$ cat src/rtl/core/dtb_pkg.sv
// ----------------------------------------------------------------------------
// dtb_pkg
// Widths, register indexes and shared types of the dual token bucket limiter.
// ----------------------------------------------------------------------------
package dtb_pkg;

	localparam int TS_W   = 48;   // time stamp
	localparam int CNT_W  = 32;   // request counts
	localparam int AMT_W  = 32;   // refill amount
	localparam int TOK_W  = 48;   // bucket contents and maxima
	localparam int CFG_W  = 48;   // config write data
	localparam int PER_W  = 21;   // refill period, up to 2^20
	localparam int Q1_W   = 49;   // period index plus one, up to 2^48
	localparam int PROD_W = Q1_W + AMT_W;

	localparam int unsigned REFILL_PERIOD_DEF = 1024;

	localparam logic [TOK_W-1:0] TOK_MAX = {TOK_W{1'b1}};

	// cycles a refill amount write holds off requests while M*amount is rebuilt
	localparam logic [1:0] RESC_LAT = 2'd3;

	typedef enum logic [1:0] {
		REG_OP_AMT = 2'd0,
		REG_OP_MAX = 2'd1,
		REG_BY_AMT = 2'd2,
		REG_BY_MAX = 2'd3
	} dtb_reg_t;

	// quotient of the time stamp by the period, with derived flags
	typedef struct packed {
		logic [Q1_W-1:0] q1;       // floor(now / period) + 1
		logic            ovf;      // q1 * period exceeds the time range
		logic            now_max;  // time stamp is all ones
	} dtb_time_t;

	// per request control into both buckets
	typedef struct packed {
		logic upd;     // request passes the state stage
		logic refill;  // refill happens for this request
		logic sat;     // refill time already saturated
	} dtb_step_t;

endpackage

$ cat src/rtl/core/dtb_mul.sv
// ----------------------------------------------------------------------------
// dtb_mul
// 49 x 32 multiplier in two registered steps: partial products, then sum.
// ----------------------------------------------------------------------------
module dtb_mul (
	input  logic                        clk,
	input  logic                        en_pp,
	input  logic                        en_sum,
	input  logic [dtb_pkg::Q1_W-1:0]    a,
	input  logic [dtb_pkg::AMT_W-1:0]   b,
	output logic [dtb_pkg::PROD_W-1:0]  p
);
	import dtb_pkg::*;

	localparam int LO_W = 25;
	localparam int HI_W = Q1_W - LO_W;

	logic [LO_W+AMT_W-1:0] pp_lo_q;
	logic [HI_W+AMT_W-1:0] pp_hi_q;

	always_ff @(posedge clk) begin
		if (en_pp) begin
			pp_lo_q <= (LO_W+AMT_W)'(a[LO_W-1:0]) * (LO_W+AMT_W)'(b);
			pp_hi_q <= (HI_W+AMT_W)'(a[Q1_W-1:LO_W]) * (HI_W+AMT_W)'(b);
		end
		if (en_sum) begin
			p <= PROD_W'(pp_lo_q) + (PROD_W'(pp_hi_q) << LO_W);
		end
	end

endmodule

$ cat config.mk
export PLATFORM = sky130hd
export DESIGN_NAME = dtb_mul
export DESIGN_NICKNAME = d
export VERILOG_FILES = /design/src/rtl/core/dtb_pkg.sv /design/src/rtl/core/dtb_mul.sv
export SDC_FILE = /design/constraint.sdc
export NUM_CORES = 2
export LEC_CHECK = 0
export BUFFER_PORTS_ARGS = -buffer_cell sky130_fd_sc_hd__buf_4
export CORE_ASPECT_RATIO = 1.25
export CORE_MARGIN = 2
export CORE_UTILIZATION = 55
export CTS_CLUSTER_SIZE = 25
export DETAILED_ROUTE_END_ITERATION = 16
export PLACE_DENSITY = 0.68
export SETUP_SLACK_MARGIN = 0.3
export SLEW_MARGIN = 0
export SYNTH_ARGS = -nofsm -noshare
export SYNTH_HDL_FRONTEND = slang
export SYNTH_SLANG_ARGS = --single-unit
$ cat constraint.sdc
create_clock -name clk -period 14.25 [get_ports clk]
set_input_delay 0.7125 -clock clk [delete_from_list [all_inputs] [get_ports clk]]
set_output_delay 0.7125 -clock clk [all_outputs]
set_load 0.02 [all_outputs]
==> results.sh <==
export IMPL_cp_data_arrival_time_ns=8.65
export IMPL_busiest_layer="met2"
export IMPL_drt_iter0_drc=2489
export IMPL_area_growth_pct=4.22
export IMPL_start_util_pct=55.5
export IMPL_setup_tns_ns=0
export IMPL_timing_rr_start="pp_lo_q[25]"
export IMPL_synth_area_um2=58400
export IMPL_fin_worst_skew_ns=0.0454
export IMPL_num_rows=133
export IMPL_synth_edf_count=194
export IMPL_overflow=0
export IMPL_grt_pass1_vias=47300
export IMPL_min_path_type="flip-flop to flip-flop"
export IMPL_syn_avg_cell_area_um2=9.35
export IMPL_synth_compound_area_share_pct=4.93
export IMPL_drt_total_wl_um=160000
export IMPL_finalNetCount=7944
export IMPL_yosysWarnings=0
export IMPL_synth_xor_area_share_pct=2.43
export IMPL_start_kind="input pin"
export IMPL_slew_headroom_pct=21.3
export IMPL_netlist_instances=6248
export IMPL_drv_slew=0
export IMPL_synthFlopType="edfxtp_1"
export IMPL_io_pins=165
export IMPL_cts_buffers=17
export IMPL_htree_levels=4
export IMPL_drive_gt1_share_pct=3.97
export IMPL_clk_pin_slew_ns=0.11
export IMPL_min_from="pp_lo_q[24]"
export IMPL_dieArea_um2=109000
export IMPL_holdPathStages=0
export IMPL_r2r_setup_slack_ns=9.64
export IMPL_cts_max_path_buffers=2
export IMPL_port_buffers=164
export IMPL_coreArea_um2=105000
export IMPL_insertion_delay_ns=0.51
export IMPL_cts_root_buf="clkbuf_16"
export IMPL_async_flop_share_pct=0
export IMPL_met2_usage_pct=53.9
export IMPL_cts_tree="yes"
export IMPL_use_met1_pct=35.8
export IMPL_cap_violations=0
export IMPL_viasPerCell=5.58
export IMPL_muxShareOfSynthArea_pct=0
export IMPL_routedWlPerCell_um=21.2
export IMPL_status="complete, no violations"
export IMPL_cts_repair_resized=0
export IMPL_grt_total_usage_pct=31.3
export IMPL_reg2reg_to="p[71]"
export IMPL_crit_path_end_kind="flip-flop"
export IMPL_fmax_mhz=120
export IMPL_vias=42100
export IMPL_die_h_um=368
export IMPL_tightest_slew_ns=1.18
export IMPL_setup_viol=0
export IMPL_gp_congestion=0.910
export IMPL_yosysSeqAreaShare_pct=9.97
export IMPL_use_met3_pct=5.36
export IMPL_yosys_cell_types_count=76
export IMPL_synth_adder_area_share_pct=54.8
export IMPL_rsz0062_at_grt="no"
export IMPL_grt_pass1_wl_um=258000
export IMPL_r2r_cells=15
export IMPL_path_max_fanout=32
export IMPL_clock_sinks=194
export IMPL_final_common_cell="inv_1"
export IMPL_cts_hold_buf=0
export IMPL_synth_seq_cells=194
export IMPL_syn_nets=8084
export IMPL_place_hpwl_um=119000
export IMPL_drtPass1Iterations=5
export IMPL_whs_endpoint="p[24]"
export IMPL_die_w_um=296
export IMPL_fin_crit_sh_pct=58.7
export IMPL_ant_nets=0
export IMPL_synth_simple_area_share_pct=16.1
export IMPL_hold_viol_final=0
export IMPL_critPathKind="input pin to flip-flop"
export IMPL_grt_max_degree=82
export IMPL_layout_common_cells="1498 x inv_1, 1346 x fa_1, 863 x nand2_1"
export IMPL_synth_top_family_by_area="adder cells"
export IMPL_antenna_found_initial=11
export IMPL_layout_min_cycle_time_ns=8.37
export IMPL_drc=0
export IMPL_cts_setup_buffers=0
export IMPL_worstPathRequired_ns=14.53
through the flow:
stage	setup slack [ns]	util (%)	std cells	area (µm²)	hold slack (ns)
after floorplan	6.62	-	6248	58400	0.400
after global placement	5.54	57.2	7506	60300	0.400
after detailed placement	5.53	57.2	7506	60300	0.405
after CTS	6.04	57.8	7538	60900	0.421
after global routing	5.59	57.8	7538	60900	0.428
final	5.88	57.8	7541	60900	0.419
flip-flops by register name (all words and copies together), names as in the netlist:
register	count
p	81
pp_lo_q	57
pp_hi_q	56
kinds of logic after synthesis:
logic type | after synthesis
fa+ha+maj | 1752
simple gates | 1874
flops | 194
buf+inv | 1838
xor+xnor | 162
compound gates | 428
critical path, stage by stage:
cell and delay, ns:
buf_4 0.29, buf_4 0.47, and2_1 0.23, fa_1 0.45
fa_1 0.54, inv_1 0.05, fa_1 0.50, fa_1 0.53
inv_1 0.06, fa_1 0.49, fa_1 0.50, inv_1 0.05
fa_1 0.50, inv_1 0.05, ha_1 0.41, and4_1 0.30
nand3_1 0.12, o311ai_1 0.76, a31oi_1 0.34, o21ai_1 0.33
a221o_1 0.32, a31oi_1 0.17, o21ai_0 0.19, a21oi_1 0.10
xnor2_1 0.13
metal layers:
| layer | up-vias | share of wire [%] |
|---|---|---|
| met1 | 21900 | 35 |
| li1 | 18000 | - |
| met3 | 604 | 6.8 |
| met2 | 1583 | 50 |
| met4 | 18 | 8.0 |
| met5 | - | 0.075 |
layout make-up:
class / instances / area [µm²]
diodes: 3 / 7.51
flip-flops and latches: 194 / 5830
clock buffers: 17 / 425
repair buffers: 181 / 1360
well taps: 1417 / 1770
fillers: 9252 / 44400
multi-input cells: 4216 / 45700
clock inverters: 15 / 183
inverters: 1498 / 5620
worst max path at each step:
stage	end	startpoint	slack, ns	cells after the start
final	pp_hi_q[55]	b[19]	5.88	25
after global routing	pp_hi_q[55]	b[19]	5.59	25
after CTS	pp_hi_q[55]	b[19]	6.04	25
after detailed placement	pp_hi_q[55]	b[19]	5.53	25
after global placement	pp_hi_q[55]	b[19]	5.54	25
after floorplan	pp_lo_q[53]	b[7]	6.62	27
synth_stat cells, types with 61 or more instances:
library cell  count  area (µm²)
a21o_1           83         623
a21oi_1         142         711
and2_1          811        5070
clkbuf_1        335        1260
edfxtp_1        194        5830
fa_1           1346       26900
ha_1            406        5080
inv_1          1498        5620
nand2_1         863        3240
nor2_1           67         251
o21ai_0          61         305
xnor2_1          94         823
xor2_1           68         596
Power is left out: the tool's default activity adds up to more than one toggle a clock period on the data nets, which glitch-free logic cannot reach.
