===== config.mk =====
export PLATFORM = sky130hd
export DESIGN_NAME = dtb_quot
export DESIGN_NICKNAME = d
export VERILOG_FILES = /design/src/rtl/core/dtb_pkg.sv /design/src/rtl/core/dtb_quot.sv
export SDC_FILE = /design/constraint.sdc
export NUM_CORES = 1
export LEC_CHECK = 0
export BUFFER_PORTS_ARGS = -buffer_cell sky130_fd_sc_hd__buf_2
export CAP_MARGIN = 20
export CORE_MARGIN = 2
export CORE_UTILIZATION = 35
export CTS_CLUSTER_SIZE = 30
export DETAILED_ROUTE_END_ITERATION = 10
export SYNTH_ARGS = -nofsm -noshare
export SYNTH_HDL_FRONTEND = slang
export SYNTH_SLANG_ARGS = --single-unit

===== constraint.sdc =====
create_clock -name clk -period 2.07 [get_ports clk]
set_input_delay 0.207 -clock clk [delete_from_list [all_inputs] [get_ports clk]]
set_output_delay 0.207 -clock clk [all_outputs]
set_load 0.01 [all_outputs]

===== src/rtl/core/dtb_pkg.sv =====
// ----------------------------------------------------------------------------
// dtb_pkg
// Widths, register indexes and shared types of the dual token bucket limiter.
// ----------------------------------------------------------------------------
package dtb_pkg;

	localparam int TS_W   = 48;   // time stamp
	localparam int CNT_W  = 32;   // request counts
	localparam int AMT_W  = 32;   // refill amount
	localparam int TOK_W  = 48;   // bucket contents and maxima
	localparam int CFG_W  = 48;   // config write data
	localparam int PER_W  = 21;   // refill period, up to 2^20
	localparam int Q1_W   = 49;   // period index plus one, up to 2^48
	localparam int PROD_W = Q1_W + AMT_W;

	localparam int unsigned REFILL_PERIOD_DEF = 1024;

	localparam logic [TOK_W-1:0] TOK_MAX = {TOK_W{1'b1}};

	// cycles a refill amount write holds off requests while M*amount is rebuilt
	localparam logic [1:0] RESC_LAT = 2'd3;

	typedef enum logic [1:0] {
		REG_OP_AMT = 2'd0,
		REG_OP_MAX = 2'd1,
		REG_BY_AMT = 2'd2,
		REG_BY_MAX = 2'd3
	} dtb_reg_t;

	// quotient of the time stamp by the period, with derived flags
	typedef struct packed {
		logic [Q1_W-1:0] q1;       // floor(now / period) + 1
		logic            ovf;      // q1 * period exceeds the time range
		logic            now_max;  // time stamp is all ones
	} dtb_time_t;

	// per request control into both buckets
	typedef struct packed {
		logic upd;     // request passes the state stage
		logic refill;  // refill happens for this request
		logic sat;     // refill time already saturated
	} dtb_step_t;

endpackage


===== src/rtl/core/dtb_quot.sv =====
// ----------------------------------------------------------------------------
// dtb_quot
// Time stamp divided by the refill period: reciprocal multiply, one-step
// correction, then overflow flag for the next refill time.
// ----------------------------------------------------------------------------
module dtb_quot #(
	parameter int unsigned REFILL_PERIOD_US = dtb_pkg::REFILL_PERIOD_DEF
) (
	input  logic                      clk,
	input  logic [4:0]                en,   // capture enables, stage 1 in bit 0
	input  logic [dtb_pkg::TS_W-1:0]  now,
	output dtb_pkg::dtb_time_t        tm
);
	import dtb_pkg::*;

	localparam int H = TS_W / 2;
	localparam logic [Q1_W-1:0]  RECIP = Q1_W'((64'd1 << TS_W) / 64'(REFILL_PERIOD_US));
	localparam logic [PER_W-1:0] PER   = PER_W'(REFILL_PERIOD_US);
	localparam logic [TS_W-1:0]  QMAX  = TS_W'(64'(TOK_MAX) / 64'(REFILL_PERIOD_US));
	localparam int PLL_W = 2 * H;
	localparam int PLH_W = H + Q1_W - H;
	localparam int QT_W  = H + PER_W;
	localparam int ACC_W = 2 * TS_W + 1;

	logic [TS_W-1:0]  now_s1, now_s2, now_s3, now_s4;
	logic [PLL_W-1:0] pp_ll_s2, pp_hl_s2;
	logic [PLH_W-1:0] pp_lh_s2, pp_hh_s2;
	logic [TS_W-1:0]  q0_s3, q0_s4;
	logic [QT_W-1:0]  qt_lo_s4, qt_hi_s4;
	logic [TS_W-1:0]  q_s5;
	logic             nowmax_s5;

	logic [ACC_W-1:0]    acc;
	logic [QT_W+H-1:0]   qt;
	logic [TS_W-1:0]     rem;
	logic                adj;

	// estimate is floor(now / period) or one less
	assign acc = ACC_W'(pp_ll_s2) + (ACC_W'(pp_lh_s2) << H) + (ACC_W'(pp_hl_s2) << H)
		+ (ACC_W'(pp_hh_s2) << TS_W);

	assign qt  = ((QT_W+H)'(qt_hi_s4) << H) + (QT_W+H)'(qt_lo_s4);
	assign rem = now_s4 - qt[TS_W-1:0];
	assign adj = rem >= TS_W'(PER);

	always_ff @(posedge clk) begin
		if (en[0]) begin
			now_s1 <= now;
		end
		if (en[1]) begin
			now_s2   <= now_s1;
			pp_ll_s2 <= PLL_W'(now_s1[H-1:0]) * PLL_W'(RECIP[H-1:0]);
			pp_lh_s2 <= PLH_W'(now_s1[H-1:0]) * PLH_W'(RECIP[Q1_W-1:H]);
			pp_hl_s2 <= PLL_W'(now_s1[TS_W-1:H]) * PLL_W'(RECIP[H-1:0]);
			pp_hh_s2 <= PLH_W'(now_s1[TS_W-1:H]) * PLH_W'(RECIP[Q1_W-1:H]);
		end
		if (en[2]) begin
			now_s3 <= now_s2;
			q0_s3  <= acc[2*TS_W-1:TS_W];
		end
		if (en[3]) begin
			now_s4   <= now_s3;
			q0_s4    <= q0_s3;
			qt_lo_s4 <= QT_W'(q0_s3[H-1:0]) * QT_W'(PER);
			qt_hi_s4 <= QT_W'(q0_s3[TS_W-1:H]) * QT_W'(PER);
		end
		if (en[4]) begin
			q_s5      <= q0_s4 + TS_W'(adj);
			nowmax_s5 <= &now_s4;
		end
	end

	assign tm.q1      = Q1_W'(q_s5) + Q1_W'(1);
	assign tm.ovf     = q_s5 >= QMAX;
	assign tm.now_max = nowmax_s5;

endmodule


==> results_dict.tcl <==
set metrics [dict create \
    status "finished, violations left" \
    violations "setup timing" \
    finalCritPeriodShare_pct 121 \
    vdd_ir_drop_max_mv 0.467 \
    synthArstFlopShare_pct 0 \
    syn_area_mm2 0.00879 \
    grt_overflow 0 \
    crit_start "q_s5[7]" \
    num_antenna_cells 0 \
    io_pins 105 \
    ys_warn_count 0 \
    syn2layout_area_growth_pct 33.6 \
    track_usage_pct 11.6 \
    antenna_found_initial 0 \
    root_buffer "clkbuf_16" \
    p_sw_mw 2.02 \
    synth_area_per_cell_um2 17.5 \
    route.met3.wl_um 660 \
    hold_viol 0 \
    clk_latency_ns 0.49 \
    postLayoutSetupSlackWorst_ns -0.444 \
    numCtsBuffers 22 \
    clkSlewWorstSetupHoldPaths_ns 0.06 \
    drcViolationCount 0 \
    drt_wl_total_um 15500 \
    setup_viol 33 \
    clock_power_share_pct 39.3 \
    grt_pass1_wl_um 24700 \
    seq_area_frac_synth_pct 79.2 \
    clockBufferDepth 3 \
    critical_path_class "register to output port" \
    drtIter0Drc 265 \
    drtAntennaViolNets 0 \
    synthTopCellsByArea "edfxtp_1 79%, xnor2_1 4.1%, xor2_1 3.2%" \
    drive_gt1_share_pct 34.3 \
    top_layer_used "met4" \
    synth_ff_type "edfxtp_1" \
    slew_headroom_pct 41.0 \
    fin_area_mm2 0.0117 \
    hpwl_um 10000 \
    cp-end-kind "output port" \
    p_leak_nw 4.42 \
    netlist_instances 502 \
    setup_tns_ns -7.45 \
    vias_per_cell 4.46 \
    finClkSkew_ns 0.0105 \
    start_util_pct 35.3 \
    fp.dieW_um 162 \
    core_region_area_mm2 0.0249 \
    fmax_mhz 398 \
    drv_slew 0 \
    path_max_fanout 6 \
    cts.sinks 232 \
    worstMarginPinSlew_ns 0.880 \
    met1Wirelength_um 6540 \
    power.internal_mw 8.20 \
    p_comb_share_pct 5.2 \
    via_count 4766 \
    dieArea_mm2 0.0264 \
    wl_per_cell_um 14.5 \
    holdCritPathClass "input port to register" \
    synth_top_area_share_pct 79.2 \
    seq_power_share_pct 55.5 \
    fp-row-count 58 \
    fp.dieH_um 162 \
    worstPathRequired_ns 1.86 \
    grt_pass1_vias 4939 \
    synthDistinctLibCells 30 \
    placed_area_mm2 0.00969 \
    synth_commonest_cells "232 x edfxtp_1, 41 x xnor2_1, 32 x xor2_1" \
    cts_tree "built" \
    min_period_ns 2.51 \
    min_from "en[2]" \
    startpoint_type "register" \
    arrival_ns 2.31 \
    gp_congestion 0.846 \
    synth_edf_count 232 \
    reg2reg_from "now_s4[37]" \
    rsz0062_at_grt "yes" \
    synthMostInstantiatedCell "edfxtp_1" \
    htreeDepth 1 \
    nets 780 \
    met2_length_um 7790 \
    swShare_pct 19.8 \
    grt_max_degree 49 \
    first_pass_iters 4 \
    port_buffers 95 \
    ys_ff_latch 232 \
    power_density_mw_per_mm2 871 \
    drv_cap 0 \
    post-synth-top-area-cell "edfxtp_1" \
]
logic make-up (layout without fill, tap and decap cells):
kind of cell	after synthesis	after routing	share of synthesized area (%)
DFF	232	232	79.2
other	1	10	0.0427
and+or+nand+nor	159	159	10.8
AOI/OAI and AO/OA	1	1	0.0854
adders and majority gates	4	4	0.569
xor gates and xnor gates	73	73	7.27
buffers and inverters	32	259	1.94
power by group through the flow:
stage	Combinational, mW	Clock (mW)	Sequential [mW]
floorplan	0.168	0	5.73
global placement	0.378	0	5.77
detailed placement	0.386	0	5.79
CTS	0.515	4.15	5.68
global route	0.587	4.33	5.71
finish	0.529	4.02	5.68
layer usage:
layer  vias up  GRT usage [%]
met1      2246           14.1
met4         0           5.67
met5         -              0
li1       2347              -
met2       131           20.0
met3        42           2.09
path summary, 6_finish.rpt:
check        slack (ns)  cells past startpoint    endpoint
max               -0.44                      5      tm[30]
max reg2reg        0.33                      4   nowmax_s5
min reg2reg        0.41                      0  now_s4[47]
min                0.33                      2  now_s3[40]
sequential cells by signal (all words and copies together) (netlist names):
| signal | flops |
|---|---|
| nowmax_s5 | 1 |
| now_s1 | 48 |
| now_s4 | 48 |
| q_s5 | 39 |
| now_s3 | 48 |
| now_s2 | 48 |
repair_timing:
item | 4_1_cts | 5_1_grt
pin swaps | 36 | 37
hold buffers | 48 | 0
endpoints found under the setup margin | 34 | 35
hold endpoints to repair | 48 | 0
setup buffers | 34 | 17
gates resized for setup | 56 | 36
layout make-up:
type | count | area [µm²]
Inverter | 10 | 37.5
Clock buffer | 25 | 583
Timing Repair Buffer | 209 | 1520
Fill cell | 2067 | 13200
Sequential cell | 232 | 6970
Clock inverter | 15 | 165
Multi-Input combinational cell | 247 | 2050
Tap cell | 330 | 413
through the flow:
stage                     cells  setup WS (ns)  hold slack [ns]  power (mW)  utilization (%)
after floorplan             511          0.268            0.306        5.90                -
after global placement      929        0.00601            0.384        6.14             38.9
after detailed placement    929        0.00434            0.385        6.17             38.9
after CTS                  1051         -0.340            0.335        10.3             46.0
after global routing       1068         -0.532            0.359        10.6             47.2
final                      1068         -0.444            0.331        10.2             47.2
worst max-delay path, cell delays in order (launching register included):
cell and delay, ns:
edfxtp_1 0.45, and3_4 0.28, nand4_1 0.25, or3_4 0.50, xnor2_2 0.18, buf_2 0.16
layout by cell type, fill, tap and decap left out, types with 3 or more instances in the layout:
cell type / n
nor2_1: 10
clkbuf_16: 23
nor3_1: 5
edfxtp_1: 232
bufinv_16: 3
inv_1: 10
nand4_1: 30
nor3_4: 8
clkinv_2: 4
nand4_4: 4
xnor2_1: 35
nand3_4: 3
buf_4: 50
dlygate4sd3_1: 48
buf_6: 18
clkinvlp_4: 4
and3_1: 8
and4_4: 6
nand2_1: 21
nor3_2: 5
xor2_1: 32
nor4_4: 7
ha_1: 3
buf_2: 93
conb_1: 10
xnor2_2: 6
nor4_1: 6
nand3_1: 28
(Power assumes the default switching activity.)
