==> src/rtl/core/dtb_pkg.sv <==
// ----------------------------------------------------------------------------
// dtb_pkg
// Widths, register indexes and shared types of the dual token bucket limiter.
// ----------------------------------------------------------------------------
package dtb_pkg;

	localparam int TS_W   = 48;   // time stamp
	localparam int CNT_W  = 32;   // request counts
	localparam int AMT_W  = 32;   // refill amount
	localparam int TOK_W  = 48;   // bucket contents and maxima
	localparam int CFG_W  = 48;   // config write data
	localparam int PER_W  = 21;   // refill period, up to 2^20
	localparam int Q1_W   = 49;   // period index plus one, up to 2^48
	localparam int PROD_W = Q1_W + AMT_W;

	localparam int unsigned REFILL_PERIOD_DEF = 1024;

	localparam logic [TOK_W-1:0] TOK_MAX = {TOK_W{1'b1}};

	// cycles a refill amount write holds off requests while M*amount is rebuilt
	localparam logic [1:0] RESC_LAT = 2'd3;

	typedef enum logic [1:0] {
		REG_OP_AMT = 2'd0,
		REG_OP_MAX = 2'd1,
		REG_BY_AMT = 2'd2,
		REG_BY_MAX = 2'd3
	} dtb_reg_t;

	// quotient of the time stamp by the period, with derived flags
	typedef struct packed {
		logic [Q1_W-1:0] q1;       // floor(now / period) + 1
		logic            ovf;      // q1 * period exceeds the time range
		logic            now_max;  // time stamp is all ones
	} dtb_time_t;

	// per request control into both buckets
	typedef struct packed {
		logic upd;     // request passes the state stage
		logic refill;  // refill happens for this request
		logic sat;     // refill time already saturated
	} dtb_step_t;

endpackage

==> src/rtl/core/dtb_bucket.sv <==
// ----------------------------------------------------------------------------
// dtb_bucket
// One token bucket: refill with saturation and clamp, check, take.
// ----------------------------------------------------------------------------
module dtb_bucket (
	input  logic                        clk,
	input  logic                        arst_n,
	input  logic [dtb_pkg::AMT_W-1:0]   amount,
	input  logic [dtb_pkg::TOK_W-1:0]   limit,
	input  logic [dtb_pkg::PROD_W-1:0]  qa1,      // (Q+1) * amount of this request
	input  logic                        resc_ld,
	input  logic [dtb_pkg::PROD_W-1:0]  resc_p,   // M * amount after an amount write
	input  dtb_pkg::dtb_step_t          ctl,
	input  logic                        take,
	input  logic [dtb_pkg::CNT_W-1:0]   need,
	output logic                        enough
);
	import dtb_pkg::*;

	logic [TOK_W-1:0]  tok_q;
	logic [PROD_W-1:0] ma_q;     // M * amount, M = period index of next refill

	logic [PROD_W-1:0] diff;
	logic              gain_big;
	logic [TOK_W-1:0]  gain;
	logic [TOK_W:0]    sum;
	logic [TOK_W-1:0]  sum_sat;
	logic [TOK_W-1:0]  tok_cl;
	logic [TOK_W-1:0]  tok_ref;

	// periods * amount = (Q+1)*amount - M*amount
	assign diff     = qa1 - ma_q;
	assign gain_big = !ctl.sat && (|diff[PROD_W-1:TOK_W]);
	assign gain     = ctl.sat ? TOK_W'(amount) : diff[TOK_W-1:0];
	assign sum      = (TOK_W+1)'(tok_q) + (TOK_W+1)'(gain);
	assign sum_sat  = (gain_big || sum[TOK_W]) ? TOK_MAX : sum[TOK_W-1:0];
	assign tok_cl   = (sum_sat < limit) ? sum_sat : limit;
	assign tok_ref  = ctl.refill ? tok_cl : tok_q;
	assign enough   = TOK_W'(need) <= tok_ref;

	always_ff @(posedge clk or negedge arst_n) begin
		if (!arst_n) begin
			tok_q <= '0;
			ma_q  <= '0;
		end else begin
			if (ctl.upd) begin
				tok_q <= take ? tok_ref - TOK_W'(need) : tok_ref;
			end
			if (resc_ld) begin
				ma_q <= resc_p;
			end else if (ctl.upd && ctl.refill && !ctl.sat) begin
				ma_q <= qa1;
			end
		end
	end

endmodule
==> config.mk <==
export PLATFORM = sky130hd
export DESIGN_NAME = dtb_bucket
export DESIGN_NICKNAME = d
export VERILOG_FILES = /design/src/rtl/core/dtb_pkg.sv /design/src/rtl/core/dtb_bucket.sv
export SDC_FILE = /design/constraint.sdc
export NUM_CORES = 1
export LEC_CHECK = 0
export BUFFER_PORTS_ARGS = -buffer_cell sky130_fd_sc_hd__buf_2
export CAP_MARGIN = 15
export CELL_PAD_IN_SITES_DETAIL_PLACEMENT = 1
export CELL_PAD_IN_SITES_GLOBAL_PLACEMENT = 2
export CORE_ASPECT_RATIO = 0.6
export CORE_MARGIN = 3
export CORE_UTILIZATION = 34
export CTS_BUF_LIST = sky130_fd_sc_hd__clkbuf_8
export DETAILED_ROUTE_END_ITERATION = 10
export HOLD_SLACK_MARGIN = 0.06
export PLACE_DENSITY_LB_ADDON = 0.1
export SLEW_MARGIN = 25
export SYNTH_ARGS = -nofsm -noshare
export SYNTH_HDL_FRONTEND = slang
export SYNTH_SLANG_ARGS = --single-unit
==> constraint.sdc <==
create_clock -name clk -period 16 [get_ports clk]
set_input_delay 1.6 -clock clk [delete_from_list [all_inputs] [get_ports clk]]
set_output_delay 1.6 -clock clk [all_outputs]
set_load 0.05 [all_outputs]
==> impl_summary.log <==
INFO  metric global_route_wire_length_before_repair = 141000 um
INFO  metric final_critical_path_setup_slack = 0.655 ns
INFO  metric timing.critical_path.arrival = 13.74 ns
INFO  metric vias_per_cell = 5.89
INFO  metric endpoint = enough
INFO  metric cp_slowest_stage_delay = 0.72 ns
INFO  metric critPathLaunchType = input port
INFO  metric cts_root_buffer = clkbuf_8
INFO  metric final_hold_vios = 0
INFO  metric mappedNetlistNets = 3308
INFO  metric path_common_cell = a21o_1
INFO  metric timing.critical_path.max_delay_family = compound AO/OA/AOI/OAI gates
INFO  metric post-route-min-period = 15.34 ns
INFO  metric synth_edf_count = 0
INFO  metric critPathLaunch = qa1[25]
INFO  metric worst_r2r_startpoint = ma_q[25]
INFO  metric cts-htree-levels = 4
INFO  metric avgRoutedWirePerCell = 24.8 um
INFO  metric swShare = 54.9%
INFO  metric port_buffers = 281
INFO  metric drt_iter0_markers = 2074
INFO  metric setup-violations-final = 0
INFO  metric antenna_cells = 0
INFO  metric power.ir.vdd_worst = 0.0849 mV
INFO  metric netlist_area = 19900 um2
INFO  metric grt_pass1_vias = 22000
INFO  metric outcome = completed
INFO  metric postSynthCellCount = 2817
INFO  metric grt_antenna_before_repair = 1
INFO  metric critical_path.n_buffers_inverters = 3
INFO  metric area_of_the_die = 61500 um2
INFO  metric yosysWarningCount = 0
INFO  metric layout_worst_path_cycle_share = 95.9%
INFO  metric post-place-ws = 0.542 ns
INFO  metric synth.largest_area_cell = dfrtp_1
INFO  metric tritoncts = built
INFO  metric total_detailed_routing_wirelength = 94400 um
INFO  metric cts_hold_buf = 0
INFO  metric finalWeightedCongestion = 0.996
INFO  metric floorplan.initialDensity = 35.0%
INFO  metric power_frac_clock = 10.6%
INFO  metric die_w = 318 um
INFO  metric design_internal_power = 1610 uW
INFO  metric criticalPathCategory = input port to output port
INFO  metric relSlewSlack = 29.6%
INFO  metric cts.clk_slew.worst_paths = 0.08 ns
INFO  metric cp_max_stage_cell = o21ai_0
INFO  metric cts_inserted_buffers = 17
INFO  metric insertion_delay = 0.56 ns
INFO  metric clock_sinks = 129
INFO  metric postSynth.topFlopCell = dfrtp_1
INFO  metric combPwrFrac = 75.0%
INFO  metric std_cell_rows = 67
INFO  metric synth_sequential_area_ratio = 16.2%
INFO  metric worst_hold_path_class = flip-flop to flip-flop
INFO  metric globalRouteOverflowTotal = 0
INFO  metric clock-skew-final = 0.0286 ns
INFO  metric drt_pass1_iterations = 7
INFO  metric top_level_ports = 282
INFO  metric setup-tns-final = 0 ns
INFO  metric dp.final_hpwl = 80000 um
INFO  metric synth.top_cells.by_area = dfrtp_1 16%, ha_1 13%, a21oi_1 8.6%
INFO  metric reg_power_share = 14.4%
INFO  metric global_route.usage.total = 29.7%
INFO  metric remaining_drc_errors = 0
INFO  metric detailed_place.area = 22100 um2
INFO  metric drive_gt1_share = 14.4%
INFO  metric ys_seq_elements = 129
INFO  metric netlist.area_leader.share = 16.2%
INFO  metric worstMarginPinSlew = 1.06 ns
INFO  metric postRouteAntennaNets = 0
INFO  metric final_cell_area = 22600 um2
INFO  metric ff2ff_path_depth = 51
INFO  metric ctsLongestPathBuffers = 2
INFO  metric timing.rr.end = tok_q[47]
INFO  metric max_cap_viol_count = 0
INFO  metric avgSynthCellArea = 7.06 um2
INFO  metric placed_cells = 3769
INFO  metric fp.dieH = 193 um
INFO  metric final-max-slew-violation-count = 0
INFO  metric finish.cell_count_without_fillers = 3802
INFO  metric dr_total_vias = 22400
INFO  metric crit_cells = 48
INFO  metric fin_hold_ws = 0.532 ns
INFO  metric synth-async-reset-ratio = 100%
INFO  metric cellPowerDensity = 158 nW/um2
INFO  metric switchingPower = 1960 uW
INFO  metric leakagePower = 0.0106 uW
INFO  metric r2r_setup_slack = 2.56 ns
INFO  metric worstPathMaxFanout = 25
INFO  metric areaGrowthSynthToFinish = 13.6%
INFO  metric grt_max_degree = 91
INFO  metric clock.fmax = 65.2 MHz
INFO  metric yosys.cell_types.count = 98
INFO  metric critical_path.endpoint_type = output port
INFO  metric core-area = 56800 um2
INFO  metric worst_path_required = 14.40 ns
INFO  metric nNetsFinal = 3521
[final cells by class]
type,instances,area (um2)
Fill cell,7318,34200
Multi-Input combinational cell,2344,15400
Sequential cell,129,3230
Timing Repair Buffer,324,1770
Tap cell,759,950
Inverter,214,803
Clock inverter,15,253
Clock buffer,17,234
[sequential cells by signal, summed over array words and instances, names as in the netlist]
register,flops
ma_q,81
tok_q,48
[cells in the mapped netlist (51+ instances only)]
library cell,count
nand2_1,284
nand4_1,65
mux2i_1,99
a21o_1,95
xnor2_1,69
a21oi_1,340
clkbuf_1,85
xor2_1,51
dfrtp_1,129
nor2_1,317
o21ai_0,208
ha_1,207
inv_1,211
[metal layers]
| metal | vias up | global-route usage, % | part of all wire, % |
|---|---|---|---|
| li1 | 10600 | - | - |
| met1 | 11000 | 46.8 | 51 |
| met2 | 761 | 40.0 | 38 |
| met3 | 63 | 7.60 | 9.0 |
| met4 | 2 | 5.10 | 1.3 |
| met5 | - | 0 | 0.015 |
[logic make-up (layout without fill, tap and decap cells)]
family / count (synthesis) / after routing / synth area share, %
simple gates: 957 / 957 / 22.8
compound gates: 944 / 944 / 29.7
buf+inv: 344 / 570 / 6.83
fa+ha+maj: 210 / 210 / 13.3
flops: 129 / 129 / 16.2
xor+xnor: 120 / 120 / 5.28
mux: 113 / 113 / 5.79
[power groups by stage]
stage / logic [uW] / registers [uW] / clock network (uW)
floorplan: 1810 / 462 / 0
global placement: 2540 / 517 / 0
CTS: 2620 / 513 / 392
global route: 2940 / 524 / 405
finish: 2680 / 514 / 379
detailed placement: 2600 / 519 / 0
[metrics by stage]
step / util, % / power [uW]
finish: 39.8 / 3580
global route: 39.8 / 3870
CTS: 39.7 / 3530
detailed placement: 38.8 / 3120
global placement: 38.8 / 3060
floorplan: - / 2280
[placed cells by master (no fill, tap or decap), types with 10 or more instances in the layout]
cell type / synthesis / final
a21oi_1: 340 / 340
nor2_1: 317 / 317
nand2_1: 284 / 284
buf_2: 35 / 278
inv_1: 211 / 211
o21ai_0: 208 / 208
ha_1: 207 / 207
dfrtp_1: 129 / 129
mux2i_1: 99 / 99
a21o_1: 95 / 95
xnor2_1: 69 / 68
nand4_1: 65 / 65
xor2_1: 51 / 51
nand3_1: 47 / 47
nor3_1: 45 / 44
buf_4: 2 / 43
a31oi_1: 33 / 31
nand2b_1: 30 / 30
a211oi_1: 31 / 30
o21a_1: 27 / 27
o211ai_1: 26 / 26
and3_1: 24 / 24
and2_1: 23 / 23
o21bai_1: 21 / 20
or3_1: 20 / 20
or2_2: 20 / 20
clkbuf_8: 0 / 17
nor2b_1: 16 / 16
nor4_1: 15 / 15
o31ai_1: 14 / 13
o221ai_1: 13 / 12
o2111ai_1: 12 / 12
mux2_2: 12 / 12
o211a_1: 11 / 11
o21ai_1: 10 / 10
[worst min-delay path, cell delays in order, from the launching register on]
cell	delay (ns)
dfrtp_1	0.35
nor2_1	0.05
a21oi_1	0.10
[worst min-delay path by stage]
| stage | start | to | slack [ns] | cells past startpoint |
|---|---|---|---|---|
| finish | ma_q[35] | ma_q[35] | 0.53 | 2 |
| detailed placement | ma_q[50] | ma_q[50] | 0.52 | 2 |
| floorplan | tok_q[42] | tok_q[42] | 0.47 | 2 |
| global route | ma_q[17] | ma_q[17] | 0.58 | 2 |
| global placement | ma_q[4] | ma_q[4] | 0.51 | 2 |
| CTS | ma_q[50] | ma_q[50] | 0.54 | 2 |
[repair_timing]
item / in CTS / in global routing
endpoints found under the setup margin: 0 / 1
resized for setup: 0 / 8
setup buffers: 0 / 1
No activity file was read; power rests on OpenSTA's default activity.
